[config.mk]
export PLATFORM = sky130hd
export DESIGN_NAME = dhcp_option_parser_unit
export DESIGN_NICKNAME = d
export VERILOG_FILES = /design/src/rtl/core/dop_pkg.sv /design/src/rtl/core/dop_walker.sv /design/src/rtl/core/dop_outbuf.sv /design/src/rtl/core/dhcp_option_parser_unit.sv
export VERILOG_INCLUDE_DIRS = /design/src /design/src/rtl/core
export SDC_FILE = /design/constraint.sdc
export NUM_CORES = 1
export LEC_CHECK = 0
export ABC_AREA = 1
export BUFFER_PORTS_ARGS = -buffer_cell sky130_fd_sc_hd__buf_2
export CORE_AREA = 2 2 197 199
export CTS_BUF_LIST = sky130_fd_sc_hd__clkbuf_8 sky130_fd_sc_hd__clkbuf_16
export DETAILED_ROUTE_END_ITERATION = 7
export DIE_AREA = 0 0 199 201
export GPL_ROUTABILITY_DRIVEN = 1
export PLACE_DENSITY = 0.65
export RECOVER_POWER = 50
export SLEW_MARGIN = 25
export SYNTH_ARGS = -nofsm -noshare
export SYNTH_HDL_FRONTEND = slang
export SYNTH_SLANG_ARGS = --single-unit
[constraint.sdc]
create_clock -name clk -period 10.75 [get_ports clk]
set_clock_uncertainty 0.15 [all_clocks]
set_input_delay 0 -clock clk [delete_from_list [all_inputs] [get_ports clk]]
set_output_delay 0 -clock clk [all_outputs]
set_load 0.05 [all_outputs]
[src/rtl/core/dhcp_option_parser_unit_macros.svh]
// assertion helpers for the dhcp option parser
`ifndef DHCP_OPTION_PARSER_UNIT_MACROS_SVH
`define DHCP_OPTION_PARSER_UNIT_MACROS_SVH

`ifndef SYNTH
`define DOP_ASSERT(lbl, prop) \
  lbl: assert property (@(posedge clk) disable iff (rst) prop) \
    else $error("dop assertion failed");
`define DOP_NEVER(lbl, expr) \
  lbl: assert property (@(posedge clk) disable iff (rst) !(expr)) \
    else $error("dop forbidden condition");
`else
`define DOP_ASSERT(lbl, prop)
`define DOP_NEVER(lbl, expr)
`endif

`endif

[src/rtl/core/dop_pkg.sv]
`default_nettype none

package dop_pkg;

  typedef struct packed {
    logic [7:0] data_byte;
    logic       last_byte;
  } in_t;

  typedef struct packed {
    logic        request_seen;
    logic [7:0]  op_code;
    logic        broadcast_bit;
    logic        multicast_bit;
    logic [31:0] transaction_id;
    logic [31:0] client_address;
    logic [15:0] client_port;
    logic [15:0] client_identifier;
    logic        end_tag_seen;
    logic        options_truncated;
  } result_t;

  // header layout
  localparam logic [7:0] OFF_OP        = 8'd0;
  localparam logic [7:0] OFF_XID_FIRST = 8'd4;
  localparam logic [7:0] OFF_XID_LAST  = 8'd7;
  localparam logic [7:0] OFF_FLAGS     = 8'd10;
  localparam logic [7:0] OFF_CA_FIRST  = 8'd12;
  localparam logic [7:0] OFF_CA_LAST   = 8'd15;
  localparam logic [7:0] OPT_START     = 8'd240;

  localparam int BCAST_BIT = 7;
  localparam int MCAST_BIT = 6;

  // option tags
  localparam logic [7:0] TAG_PAD   = 8'd0;
  localparam logic [7:0] TAG_IDENT = 8'd61;
  localparam logic [7:0] TAG_PORT  = 8'd105;
  localparam logic [7:0] TAG_END   = 8'd255;

  localparam logic [7:0]  REQUEST_OP = 8'h01;
  localparam logic [15:0] RESET_PORT = 16'd67;

endpackage

`default_nettype wire

[src/rtl/core/dop_walker.sv]
`default_nettype none

module dop_walker (
  input  wire logic            clk,
  input  wire logic            rst,
  input  wire logic            cfg_wr_en,
  input  wire logic [15:0]     cfg_wr_data,
  input  wire logic            in_fire,
  input  wire dop_pkg::in_t    in_item,
  output logic                 res_valid,
  output dop_pkg::result_t     res_data
);

  localparam logic [2:0] PH_HEADER = 3'd0;
  localparam logic [2:0] PH_TAG    = 3'd1;
  localparam logic [2:0] PH_LEN    = 3'd2;
  localparam logic [2:0] PH_DATA   = 3'd3;
  localparam logic [2:0] PH_DONE   = 3'd4;

  logic [15:0] default_port;
  logic [2:0]  phase, phase_next;
  logic [7:0]  byte_offset, byte_offset_next;
  logic [7:0]  option_tag, option_tag_next;
  logic [7:0]  option_remaining, option_remaining_next;
  logic [1:0]  data_count, data_count_next;
  logic [15:0] first_two, first_two_next;
  logic [7:0]  op_store, op_store_next;
  logic [7:0]  flags_store, flags_store_next;
  logic [31:0] xid_store, xid_store_next;
  logic [31:0] caddr_store, caddr_store_next;
  logic [15:0] port_store, port_store_next;
  logic [15:0] ident_store, ident_store_next;
  logic        end_flag, end_flag_next;
  logic        do_apply;
  logic        truncated;
  logic [7:0]  b;

  assign b = in_item.data_byte;

  always_comb begin
    phase_next            = phase;
    byte_offset_next      = byte_offset;
    option_tag_next       = option_tag;
    option_remaining_next = option_remaining;
    data_count_next       = data_count;
    first_two_next        = first_two;
    op_store_next         = op_store;
    flags_store_next      = flags_store;
    xid_store_next        = xid_store;
    caddr_store_next      = caddr_store;
    port_store_next       = port_store;
    ident_store_next      = ident_store;
    end_flag_next         = end_flag;
    do_apply              = 1'b0;
    unique case (phase)
      PH_HEADER: begin
        if (byte_offset == dop_pkg::OFF_OP) begin
          op_store_next = b;
        end
        if (byte_offset >= dop_pkg::OFF_XID_FIRST && byte_offset <= dop_pkg::OFF_XID_LAST) begin
          xid_store_next = {xid_store[23:0], b};
        end
        if (byte_offset == dop_pkg::OFF_FLAGS) begin
          flags_store_next = b;
        end
        if (byte_offset >= dop_pkg::OFF_CA_FIRST && byte_offset <= dop_pkg::OFF_CA_LAST) begin
          caddr_store_next = {caddr_store[23:0], b};
        end
        if (byte_offset < dop_pkg::OPT_START) begin
          byte_offset_next = byte_offset + 8'd1;
        end
        if (byte_offset_next >= dop_pkg::OPT_START) begin
          phase_next = PH_TAG;
        end
      end
      PH_TAG: begin
        if (b == dop_pkg::TAG_END) begin
          end_flag_next = 1'b1;
          phase_next    = PH_DONE;
        end else if (b != dop_pkg::TAG_PAD) begin
          option_tag_next = b;
          phase_next      = PH_LEN;
        end
      end
      PH_LEN: begin
        option_remaining_next = b;
        data_count_next       = 2'd0;
        first_two_next        = 16'd0;
        if (b == 8'd0) begin
          do_apply   = 1'b1;
          phase_next = PH_TAG;
        end else begin
          phase_next = PH_DATA;
        end
      end
      PH_DATA: begin
        if (data_count == 2'd0) begin
          first_two_next  = {b, 8'd0};
          data_count_next = 2'd1;
        end else if (data_count == 2'd1) begin
          first_two_next  = {first_two[15:8], b};
          data_count_next = 2'd2;
        end
        option_remaining_next = option_remaining - 8'd1;
        if (option_remaining_next == 8'd0) begin
          do_apply   = 1'b1;
          phase_next = PH_TAG;
        end
      end
      PH_DONE: begin
      end
      default: begin
        phase_next = phase;
      end
    endcase

    // message ending mid-option still applies what data arrived
    truncated = in_item.last_byte && (phase_next == PH_LEN || phase_next == PH_DATA);
    if (do_apply || (in_item.last_byte && phase_next == PH_DATA)) begin
      if (option_tag_next == dop_pkg::TAG_PORT) begin
        port_store_next = first_two_next;
      end else if (option_tag_next == dop_pkg::TAG_IDENT) begin
        ident_store_next = first_two_next;
      end
    end
  end

  always_comb begin
    res_valid                  = in_fire && in_item.last_byte;
    res_data.request_seen      = (op_store_next == dop_pkg::REQUEST_OP)
                                 && flags_store_next[dop_pkg::MCAST_BIT]
                                 && !flags_store_next[dop_pkg::BCAST_BIT];
    res_data.op_code           = op_store_next;
    res_data.broadcast_bit     = flags_store_next[dop_pkg::BCAST_BIT];
    res_data.multicast_bit     = flags_store_next[dop_pkg::MCAST_BIT];
    res_data.transaction_id    = xid_store_next;
    res_data.client_address    = caddr_store_next;
    res_data.client_port       = port_store_next;
    res_data.client_identifier = ident_store_next;
    res_data.end_tag_seen      = end_flag_next;
    res_data.options_truncated = truncated;
  end

  always_ff @(posedge clk) begin
    if (rst) begin
      default_port     <= dop_pkg::RESET_PORT;
      phase            <= PH_HEADER;
      byte_offset      <= 8'd0;
      option_tag       <= 8'd0;
      option_remaining <= 8'd0;
      data_count       <= 2'd0;
      first_two        <= 16'd0;
      op_store         <= 8'd0;
      flags_store      <= 8'd0;
      xid_store        <= 32'd0;
      caddr_store      <= 32'd0;
      port_store       <= dop_pkg::RESET_PORT;
      ident_store      <= 16'd0;
      end_flag         <= 1'b0;
    end else begin
      if (cfg_wr_en) begin
        default_port <= cfg_wr_data;
      end
      if (in_fire) begin
        if (in_item.last_byte) begin
          phase            <= PH_HEADER;
          byte_offset      <= 8'd0;
          option_tag       <= 8'd0;
          option_remaining <= 8'd0;
          data_count       <= 2'd0;
          first_two        <= 16'd0;
          op_store         <= 8'd0;
          flags_store      <= 8'd0;
          xid_store        <= 32'd0;
          caddr_store      <= 32'd0;
          port_store       <= default_port;
          ident_store      <= 16'd0;
          end_flag         <= 1'b0;
        end else begin
          phase            <= phase_next;
          byte_offset      <= byte_offset_next;
          option_tag       <= option_tag_next;
          option_remaining <= option_remaining_next;
          data_count       <= data_count_next;
          first_two        <= first_two_next;
          op_store         <= op_store_next;
          flags_store      <= flags_store_next;
          xid_store        <= xid_store_next;
          caddr_store      <= caddr_store_next;
          port_store       <= port_store_next;
          ident_store      <= ident_store_next;
          end_flag         <= end_flag_next;
        end
      end else if (cfg_wr_en && byte_offset == 8'd0 && phase == PH_HEADER) begin
        // no message in progress: takes effect for the next one at once
        port_store <= cfg_wr_data;
      end
    end
  end

endmodule

`default_nettype wire

[src/rtl/core/dop_outbuf.sv]
`default_nettype none
`include "dhcp_option_parser_unit_macros.svh"

module dop_outbuf (
  input  wire logic              clk,
  input  wire logic              rst,
  input  wire logic              push,
  input  wire dop_pkg::result_t  push_data,
  output logic                   full,
  output logic                   out_valid,
  input  wire logic              out_ready,
  output dop_pkg::result_t       out_data
);

  logic             skid_valid;
  dop_pkg::result_t skid_data;
  logic             pop;

  assign pop  = out_valid && out_ready;
  assign full = skid_valid;

  always_ff @(posedge clk) begin
    if (rst) begin
      out_valid  <= 1'b0;
      skid_valid <= 1'b0;
    end else begin
      if (!out_valid || pop) begin
        if (skid_valid) begin
          out_valid  <= 1'b1;
          skid_valid <= 1'b0;
        end else begin
          out_valid <= push;
        end
      end else if (push) begin
        skid_valid <= 1'b1;
      end
    end
  end

  always_ff @(posedge clk) begin
    if (!out_valid || pop) begin
      out_data <= skid_valid ? skid_data : push_data;
    end
    if (out_valid && !pop && push) begin
      skid_data <= push_data;
    end
  end

  `DOP_NEVER(a_skid_without_head, skid_valid && !out_valid)
  `DOP_NEVER(a_push_into_full, push && skid_valid)
  `DOP_ASSERT(a_skid_drains, skid_valid && pop |=> out_valid && !skid_valid)

endmodule

`default_nettype wire

[src/rtl/core/dhcp_option_parser_unit.sv]
// dhcp option parser: takes a message one byte per request on the in channel
// (data_byte plus last_byte on the final byte) and returns one result on the
// out channel per message: op, flags bits, transaction id, client address,
// client port and id from options 105 and 61, end-tag and truncation marks.
// both channels are valid/ready; a request moves when valid and ready are high.
// throughput: one byte per cycle while in_ready is high; the parse state
// updates in the same cycle the byte is taken. the result is registered into
// the output buffer when the last byte is accepted.
// cfg_wr_en/cfg_wr_data load the default client port (reset 67); write it only
// while no message is in flight.
// stall: a two-entry output buffer holds results, so bytes keep flowing while
// one result waits; in_ready drops only when both entries are occupied.
// reset (rst, synchronous) empties the buffer, clears the parse state and sets the client port to 67.
`default_nettype none

module dhcp_option_parser_unit (
  input  wire logic             clk,
  input  wire logic             rst,
  input  wire logic             cfg_wr_en,
  input  wire logic [15:0]      cfg_wr_data,
  input  wire logic             in_valid,
  output logic                  in_ready,
  input  wire dop_pkg::in_t     in_data,
  output logic                  out_valid,
  input  wire logic             out_ready,
  output dop_pkg::result_t      out_data
);

  logic             in_fire;
  logic             res_valid;
  dop_pkg::result_t res_data;
  logic             buf_full;

  assign in_ready = !buf_full;
  assign in_fire  = in_valid && in_ready;

  dop_walker u_walker (
    .clk         (clk),
    .rst         (rst),
    .cfg_wr_en   (cfg_wr_en),
    .cfg_wr_data (cfg_wr_data),
    .in_fire     (in_fire),
    .in_item     (in_data),
    .res_valid   (res_valid),
    .res_data    (res_data)
  );

  dop_outbuf u_outbuf (
    .clk       (clk),
    .rst       (rst),
    .push      (res_valid),
    .push_data (res_data),
    .full      (buf_full),
    .out_valid (out_valid),
    .out_ready (out_ready),
    .out_data  (out_data)
  );

endmodule

`default_nettype wire

; ---- Yosys cells after proc, flatten, opt, wreduce, memory -nomap -nowiden
; Index checks and enable logic that the tools add are counted.
; Widths: inputs -> output; s select.
[word_totals]
register_bits = 388
elab_cells = 143
inputBits = 30
[classes]
n_addsub = 2
reduce_logical = 33
muxes = 54
eq_ne = 12
magnitude_cmp = 6
[ops]
columns = cell, count
row1 = $mux 32, 6
row2 = $mux 16, 11
row3 = $mux 8, 16
row4 = $mux 109, 1
row5 = $pmux 16 s2, 1
row6 = $logic_not 8->1, 3
row7 = $pmux 8 s2, 1
row8 = $mux 3, 5
row9 = $logic_and 1x1->1, 13
row10 = $eq 3x2->1 const B, 4
row11 = $pmux 3 s4, 1
row12 = $add 8x1->8 const B, 1
row13 = $eq 8x1->1 const B, 1
row14 = $eq 8x4->1 const B, 1
row15 = $eq 8x6->1 const B, 1
row16 = $eq 8x7->1 const B, 1
row17 = $eq 8x8->1 const B, 1
row18 = $ge 8x3->1 const B, 1
row19 = $ge 8x4->1 const B, 1
row20 = $ge 8x8->1 const B, 1
row21 = $le 8x3->1 const B, 1
row22 = $le 8x4->1 const B, 1
row23 = $lt 8x8->1 const B, 1
row24 = $mux 2, 4
row25 = other kinds (17), 29

; ---- Logic depth before layout (Yosys ltp)
; Gate-level depths: netlist (run 1).
[logic_depth]
ltp_word = 12
depth_mapped = 19
mapped_depth_nobuf = 19

; ---- By module
; Synthesis (run 1) repeated with hierarchy kept, for this count alone.
[hier_totals]
cells_unflattened = 1895
hier_area_um2 = 17359.1
[modules_own_cells]
columns = mod, cells_per_inst, area_per_inst_um2, n_inst
row1 = dop_walker, 1311, 9098.7, 1
row2 = dop_outbuf, 581, 8246.7, 1
row3 = dhcp_option_parser_unit, 3, 13.8, 1

; ---- Worst setup path after synthesis (run 1)
; OpenSTA, ideal clock, no wires.
[synth_timing]
path_kind = reg-to-reg
startpoint = register u_outbuf.out_valid
endpoint = register u_outbuf.skid_data[0] in the netlist's numbering, enable pin
path_stages_with_launch = 3
setup_slack_ns = 1.921
arrival_time_ns = 8.101
period_less_slack_ns = 8.829
cell_sequence = dfxtp_1 > nand2_1 > nor2_1
[synth_between]
elab_chain_len = 4
[synth_lines]
columns = element, line
row1 = "start, declared", dop_outbuf.sv:10  ; output logic out_valid,
row2 = "start signal, assigned", dop_outbuf.sv:32  ; out_valid <= push;
row3 = $logic_and 1x1->1, dop_outbuf.sv:19  ; assign pop = out_valid && out_ready;
row4 = $logic_not 1->1, dop_outbuf.sv:44  ; if (out_valid && !pop && push) begin
row5 = $logic_and 1x1->1 * (2 in a row), dop_outbuf.sv:44
row6 = "end signal, assigned", dop_outbuf.sv:45  ; skid_data <= push_data;
row7 = "end, declared", dop_outbuf.sv:16  ; dop_pkg::result_t skid_data;
; Mark *: on every way between the ends. The rest lies on a longest branch, timed or not.
; A chain may end at the register's enable or synchronous reset.

; ---- Final worst setup path (run 1)
[layout_timing]
startpoint = register u_outbuf.skid_valid (netlist: u_outbuf.full)
endpoint = register u_outbuf.skid_data[48] in the netlist's numbering, enable pin
[layout_between]
elab_chain_len = 4
[layout_lines]
columns = element, line
row1 = "start, declared", dop_outbuf.sv:15  ; logic skid_valid;
row2 = "start signal, assigned", dop_outbuf.sv:25  ; skid_valid <= 1'b0;
row3 = "start signal, assigned", dop_outbuf.sv:30  ; skid_valid <= 1'b0;
row4 = "start signal, assigned", dop_outbuf.sv:35  ; skid_valid <= 1'b1;
row5 = $logic_not 1->1, dhcp_option_parser_unit.sv:34  ; assign in_ready = !buf_full;
row6 = $logic_and 1x1->1, dhcp_option_parser_unit.sv:35  ; assign in_fire = in_valid && in_ready;
row7 = $logic_and 1x1->1, dop_walker.sv:129  ; res_valid = in_fire && in_item.last_byte;
row8 = $logic_and 1x1->1, dop_outbuf.sv:44
; Every way passes these cells.

==> results of run 1 <==
==> power groups by stage <==
stage	sequential, uW	combinational [uW]	clock [uW]
floorplan	1750	96.5	0
global placement	1650	258	0
detailed placement	1650	260	0
CTS	1620	279	1440
global route	1630	294	1500
finish	1620	272	1410
==> layout make-up <==
cell class	count	area share (%)
inverters	300	5.69
clock inverters	33	1.35
repair buffers	214	6.43
clock buffers	43	5.44
well taps	518	3.27
multi-input cells	1178	27.5
flip-flops and latches	388	50.3
==> flip-flops by register name (all words and copies together) (netlist names) <==
| signal | cells |
|---|---|
| u_outbuf.out_data | 109 |
| u_walker.caddr_store | 32 |
| u_walker.option_tag | 8 |
| u_walker.ident_store | 16 |
| u_outbuf.full | 1 |
| u_walker.data_count | 2 |
| u_walker.port_store | 16 |
| u_walker.flags_store | 2 |
| u_walker.xid_store | 32 |
| u_walker.phase | 3 |
| u_outbuf.skid_data | 109 |
| u_walker.op_store | 8 |
| u_walker.default_port | 16 |
| u_outbuf.out_valid | 1 |
| u_walker.first_two | 16 |
| u_walker.end_flag | 1 |
| u_walker.byte_offset | 8 |
| u_walker.option_remaining | 8 |
==> repair_timing <==
action,CTS,global route
resized for setup,0,0
hold buffers,62,0
endpoints found under the hold margin,119,0
==> synthesized netlist by cell type, types with 2 or more instances <==
cell	number
ha_1	5
nand4_1	6
nor2_8	2
buf_6	2
nor2_2	3
o22ai_1	25
clkbuf_1	80
nor3_1	7
o21ai_1	39
edfxtp_1	218
nor4_1	2
a22o_1	3
dfxtp_1	170
nor2_1	68
clkinv_1	4
a21oi_1	154
nor4_4	2
inv_2	3
a31oi_1	2
o211ai_1	3
buf_2	11
nand2_1	542
nand2_2	15
a221oi_1	10
o21ai_0	191
buf_1	5
inv_1	293
a211oi_1	5
nand2_4	3
nand3_1	80
==> cell families (layout without fill, tap and decap cells) <==
group                      after synthesis  in the layout  share of synthesized area, %
and+or+nand+nor                        738            738                          18.3
AOI/OAI and AO/OA                      433            433                          13.4
xor gates and xnor gates                 2              2                         0.104
DFF                                    388            388                          58.8
buffers and inverters                  399            590                          9.02
adders and majority gates                5              5                         0.370
==> per-stage QoR <==
step	instance area (um2)	total power, uW	std cells	hold WS [ns]
after floorplan	16900	1840	1965	-0.0237
after global placement	18000	1910	2535	0.0903
after detailed placement	18000	1910	2535	0.0893
after CTS	20000	3350	2673	0.161
after global routing	19800	3420	2674	0.237
final	19800	3310	2674	0.204
==> cell usage in the layout, fill, tap and decap left out, types with 6 or more instances in the layout <==
cell type and instances:
a21oi_1 154, a221oi_1 10, buf_2 28, buf_4 6, clkbuf_1 117, clkbuf_16 43, clkinv_1 17, dfxtp_1 170
dlygate4sd3_1 62, edfxtp_1 218, inv_1 301, nand2_1 543, nand2_2 14, nand3_1 81, nand4_1 6, nor2_1 67
nor3_1 7, o21ai_0 204, o21ai_1 26, o22ai_1 25
==> tightest hold or removal path, cell delays in order <==
cell,delay [ns]
dlygate4sd3_1,0.52
buf_2,0.11
a221oi_1,0.09
a21oi_1,0.14
==> path summary, 6_finish.rpt <==
check                           depth (start not counted)                    from  slack (ns)                       to
worst max-delay path                                    7           u_outbuf.full        4.29   u_outbuf.skid_data[48]
worst min-delay path                                    4         cfg_wr_data[12]        0.20  u_walker.port_store[12]
worst max register to register                          7           u_outbuf.full        4.29   u_outbuf.skid_data[48]
worst min register to register                          2  u_walker.xid_store[30]        0.31   u_walker.xid_store[30]
==> routing by layer <==
layer  vias to the layer above  track usage (%)  wire (um)
met5                         -                0          0
met4                         0             5.09        825
met3                        57             3.09       1980
met2                       322             33.6      19300
met1                      6162             27.6      18500
li1                       6730                -          -
==> key figures, run 1 <==
Outcome
  – Run status: complete, but fails checks
  – Failing checks: capacitance limit, slew limit

Yosys
  – EDFF count, synth: between 200 and 250
  – Synth Register Bits: 388
  – Cell Area, Synth: approximately 0.017 mm2
  – Register area share after synthesis: between 50% and 60%
  – Cells after Synth: 1965
  – Avg Inst Size Synth: 8.61 um2
  – Prevailing post-synth register cell: edfxtp_1
  – Synth warn: 0
  – Count of cell types in the netlist: 42
  – Yosys top cell by area: edfxtp_1
  – Post-synth ARST share: 0%
  – Ranking of synthesized cells by area: edfxtp_1, dfxtp_1, nand2_1
  – Syn Nets: 2000
  – Synth top area share: just under 40%

Power and ir drop
  – Gate power share: just over 8%
  – Sw frac: 24.1%
  – P_int: ~2500 uW
  – Lkg Pwr: around 0.0079 uW
  – Max VDD drop: 0.000108 V
  – P_sw: between 700 and 800 uW
  – Clock network power share: a little over two fifths
  – Seq pwr share: 49.1%
  – Pwr per Cell Area: around 170 mW/mm2

Critical path
  – Crit path largest cell delay: ~1.5 ns
  – Critical path arrival: about 6.5 ns
  – Critical Path RT: between 10 and 15 ns
  – CP delay by family, top: simple AND/OR/NAND/NOR gates
  – Type of the worst setup path: reg -> reg
  – Worst path bufs/invs: 4
  – Worst-path maximum fanout: 72
  – Critical Path Start Type: flip-flop
  – Worst setup EP type: flip-flop
  – Slowest-stage cell, CP: nand2_1
  – Cells along the critical path: inv_1 > nand2_1 > nor2_2 > inv_1 > nor2_4 > buf_4 > buf_4

Die
  – Boundary Pins: 141
  – Total core area: 0.0381 mm2
  – Die area: about 0.040 mm2
  – Die Y: ~200 um
  – Die W: between 150 and 200 um
  – Initial Utilization: between 40% and 50%
  – FP Rows: 72

GRT
  – Largest net degree at the start of global routing: 92
  – First-pass GRT wire length: between 60 and 70 mm
  – GRT Util Overall: slightly above 20%
  – Vias in the first global route: about 13000
  – Total grt overflow: 0
  – Initial antenna violation count: 0

Placement
  – Pre-CTS setup slack: roughly 6.1 ns
  – HPWL after DPL: approximately 25 mm
  – Routability cong.: about 0.82
  – Port Buf Inserts: 140

Clocking
  – CTS buffer count: 41
  – H-tree depth: 2
  – Clock Latency Late Sink: 0.55 ns
  – Worst-path clk slew: about 0.060 ns
  – Setup bufs post-CTS: 0
  – Maximum buffer depth of the clock tree: 3
  – CTS tree: yes
  – Root Buffer Master: clkbuf_16
  – Clk sink count: between 300 and 400

Drt
  – WL final: approximately 40 mm
  – Vias: roughly 13000
  – Drt drc: 0
  – Drt pass-1 iters: 6
  – DR vias/cell: between 4 and 5
  – Antenna Nets Post-Route: 0
  – Iter 0 DRT Violations: approximately 1100
  – WL/cell: about 15 um

Timing
  – Max Clk Rate: approximately 0.15 GHz
  – Setup TNS: 0 ns
  – Final WS setup: 4.29 ns
  – Worst slew margin: -193%
  – Period utilization: between 60% and 70%
  – RSZ-0062 raised after global routing: false
  – Final count of negative-setup-slack endpoints: 0
  – Max-slew violation count: ~530
  – Final hold violation count: 0
  – Post-layout min period: 6.46 ns
  – Worst-Margin Slew: approximately 4.4 ns

Finish
  – Share of layout cells above drive strength 1: 5.75%
  – Fillers: approximately 3500
  – Area grow syn2layout: 16.9%
  – Final nets: 2158
  – Final Util: about half
  – Area of the multi-input gates: approximately 0.0055 mm2
  – Register area: between 0.009 and 0.01 mm2
  – N_diodes: 0

Run
  – Max Cap Viol: 8

Min path
  – Min-Delay Path Class: in -> reg
(Power assumes the default switching activity.)
==> inputs of run 2 (changes only) <==
- clock period: 10.75 -> 6.16 ns (I/O delays scaled with it)
==> run 2 against run 1 <==
Net effect: the run still ends with capacitance limit, slew limit left; cell count decreased by 0.11%; utilization decreased by 0.14 points; die area unchanged; clock-buffer cell count increased by 3; combinational power increased by 76%; setup slack got worse by 2.3 ns; power increased by 70%; non-clock buffer count decreased by 3; worst hold slack got worse by 0.015 ns; via count increased by 1.2%; critical path type unchanged.
==> key figures, run 2 (synthesis gave the netlist of run 1 again) <==
Outcome
  – Run status: complete, but fails checks (unchanged)
  – Failing checks: capacitance limit, slew limit (unchanged)

GRT
  – Initial antenna violation count: 0 (unchanged)
  – GRT Util Overall: 20.2% (about the same)
  – Largest net degree at the start of global routing: 100 (was 92)
  – Total grt overflow: 0 (unchanged)
  – Vias in the first global route: 12400 (was 12700)
  – First-pass GRT wire length: 65.0 mm (was 64.8 mm)

Clocking
  – # resized after CTS: 0 (unchanged)
  – Worst-path clk slew: 0.06 ns (about the same)
  – Setup bufs post-CTS: 0 (unchanged)
  – Clk sink count: 388 (unchanged)
  – H-tree depth: 2 (unchanged)
  – CTS tree: yes (unchanged)
  – Clock Latency Late Sink: 0.54 ns (was 0.55 ns)
  – Root Buffer Master: clkbuf_16 (unchanged)
  – CTS buffer count: 41 (unchanged)
  – Maximum buffer depth of the clock tree: 3 (unchanged)

Timing
  – Final count of negative-setup-slack endpoints: 0 (unchanged)
  – Setup TNS: 0 ns (unchanged)
  – Final WS setup: 2.02 ns (was 4.29 ns)
  – Final hold violation count: 0 (unchanged)
  – RSZ-0062 raised after global routing: false (unchanged)
  – Period utilization: 67.3% (was 60.1%)
  – Post-layout min period: 4.14 ns (was 6.46 ns)
  – Worst slew margin: -67.9% (was -193%)
  – Max-slew violation count: 301 (was 529)
  – Worst-Margin Slew: 2.52 ns (was 4.39 ns)
  – Max Clk Rate: 0.241 GHz (was 0.155 GHz)

Min path
  – Worst Hold Depth: 4 (unchanged)
  – Min-Delay Path Class: in -> reg (unchanged)

Critical path
  – Critical Path Start Type: flip-flop (unchanged)
  – Critical Path RT: 6.27 ns (was 10.77 ns)
  – Worst setup EP type: flip-flop (unchanged)
  – Worst Reg-to-Reg Cells: 6 (was 7)
  – Type of the worst setup path: reg -> reg (unchanged)
  – Worst-path maximum fanout: 64 (was 72)
  – Critical path arrival: 4.26 ns (was 6.48 ns)

Drt
  – WL final: 40.8 mm (was 40.6 mm)
  – Vias: 13400 (was 13300)
  – DR vias/cell: 5.03 (was 4.96)
  – Antenna Nets Post-Route: 0 (unchanged)
  – WL/cell: 15.3 um (was 15.2 um)
  – Drt drc: 0 (unchanged)
  – Drt pass-1 iters: 7 (was 6)
  – Iter 0 DRT Violations: 1254 (was 1065)

Finish
  – N_diodes: 0 (unchanged)
  – Final Util: 51.8% (was 51.9%)
  – Top flop regs: u_outbuf.out_data x109, u_outbuf.skid_data x109 (unchanged)
  – Fin cells: 2671 (was 2674)
  – Final nets: 2155 (was 2158)
  – Most frequent cells in the layout: nand2_1, inv_1, edfxtp_1 (unchanged)
  – Share of layout cells above drive strength 1: 5.95% (was 5.75%)
  – Area grow syn2layout: 16.6% (was 16.9%)
  – Commonest non-fill, non-tap cell in the layout: nand2_1 (unchanged)

Power and ir drop
  – Pwr per Cell Area: 285 mW/mm2 (was 167 mW/mm2)
  – Lkg Pwr: 0.00789 uW (was 0.00787 uW)
  – Max VDD drop: 0.000177 V (was 0.000108 V)
  – Total chip power: 5630 uW (was 3310 uW)

Die
  – Initial Utilization: 44.4% (unchanged)
  – Total core area: 0.0381 mm2 (unchanged)
  – Die Y: 201 um (unchanged)
  – Boundary Pins: 141 (unchanged)
  – Die area: 0.0400 mm2 (unchanged)
  – FP Rows: 72 (unchanged)
  – Die W: 199 um (unchanged)

Placement
  – Pre-CTS setup slack: 2.37 ns (was 6.10 ns)
  – Routability cong.: 0.812 (was 0.821)
  – Port Buf Inserts: 140 (unchanged)
  – Cells after DPL: 2536 (was 2535)
  – HPWL after DPL: 25.4 mm (was 25.2 mm)

Run
  – Max Cap Viol: 5 (was 8)
run 2: final cells by class:
type	count	area, um2
clock buffer	46	1120
clock inverter	30	151
fill	3581	18400
inverter	300	1130
multi-input combinational	1178	5450
sequential	388	9950
tap	518	648
timing repair buffer	211	1300
run 2: final timing paths:
check                                  startpoint                      to  slack (ns)
worst min-delay path               cfg_wr_data[8]  u_walker.port_store[8]        0.19
worst max register to register  u_walker.phase[2]   u_outbuf.out_data[89]        2.02
worst max-delay path            u_walker.phase[2]   u_outbuf.out_data[89]        2.02
worst min register to register  u_walker.end_flag       u_walker.end_flag        0.31
run 2: per-stage QoR:
stage          cell area, um2  hold WS, ns
6_report                19700        0.189
5_1_grt                 19700        0.238
4_1_cts                 19900        0.166
3_5_place_dp            18000       0.0930
3_3_place_gp            18000       0.0881
2_1_floorplan           16900      -0.0237
run 2: power by group:
| part | total [uW] | leakage [uW] | switching [uW] | internal (uW) |
|---|---|---|---|---|
| Clock | 2320 | 0.000684 | 987 | 1340 |
| Sequential | 2830 | 0.00367 | 28.3 | 2800 |
| Combinational | 478 | 0.00353 | 372 | 106 |
| Total | 5630 | 0.00789 | 1390 | 4250 |
run 2: worst max-delay path, stage by stage (launching register included):
cell      delay (ns)
dfxtp_1         0.37
nor2_1          0.17
nand2_1         0.23
nor4_4          0.25
clkbuf_1        1.78
o21ai_0         0.35
o21ai_0         0.55
run 2: routing by layer:
metal  global-route usage [%]  vias to the layer above  part of all wire (%)
li1                         -                     6715                     -
met1                     28.9                     6300                    47
met2                     32.1                      347                    46
met3                     2.67                       63                   4.7
met4                     6.24                        0                   2.4
met5                        0                        -                     0
run 2: what timing repair did:
item	in CTS	in global routing
hold buffers	58	0
endpoints found under the hold margin	135	0
endpoints found under the setup margin	0	0
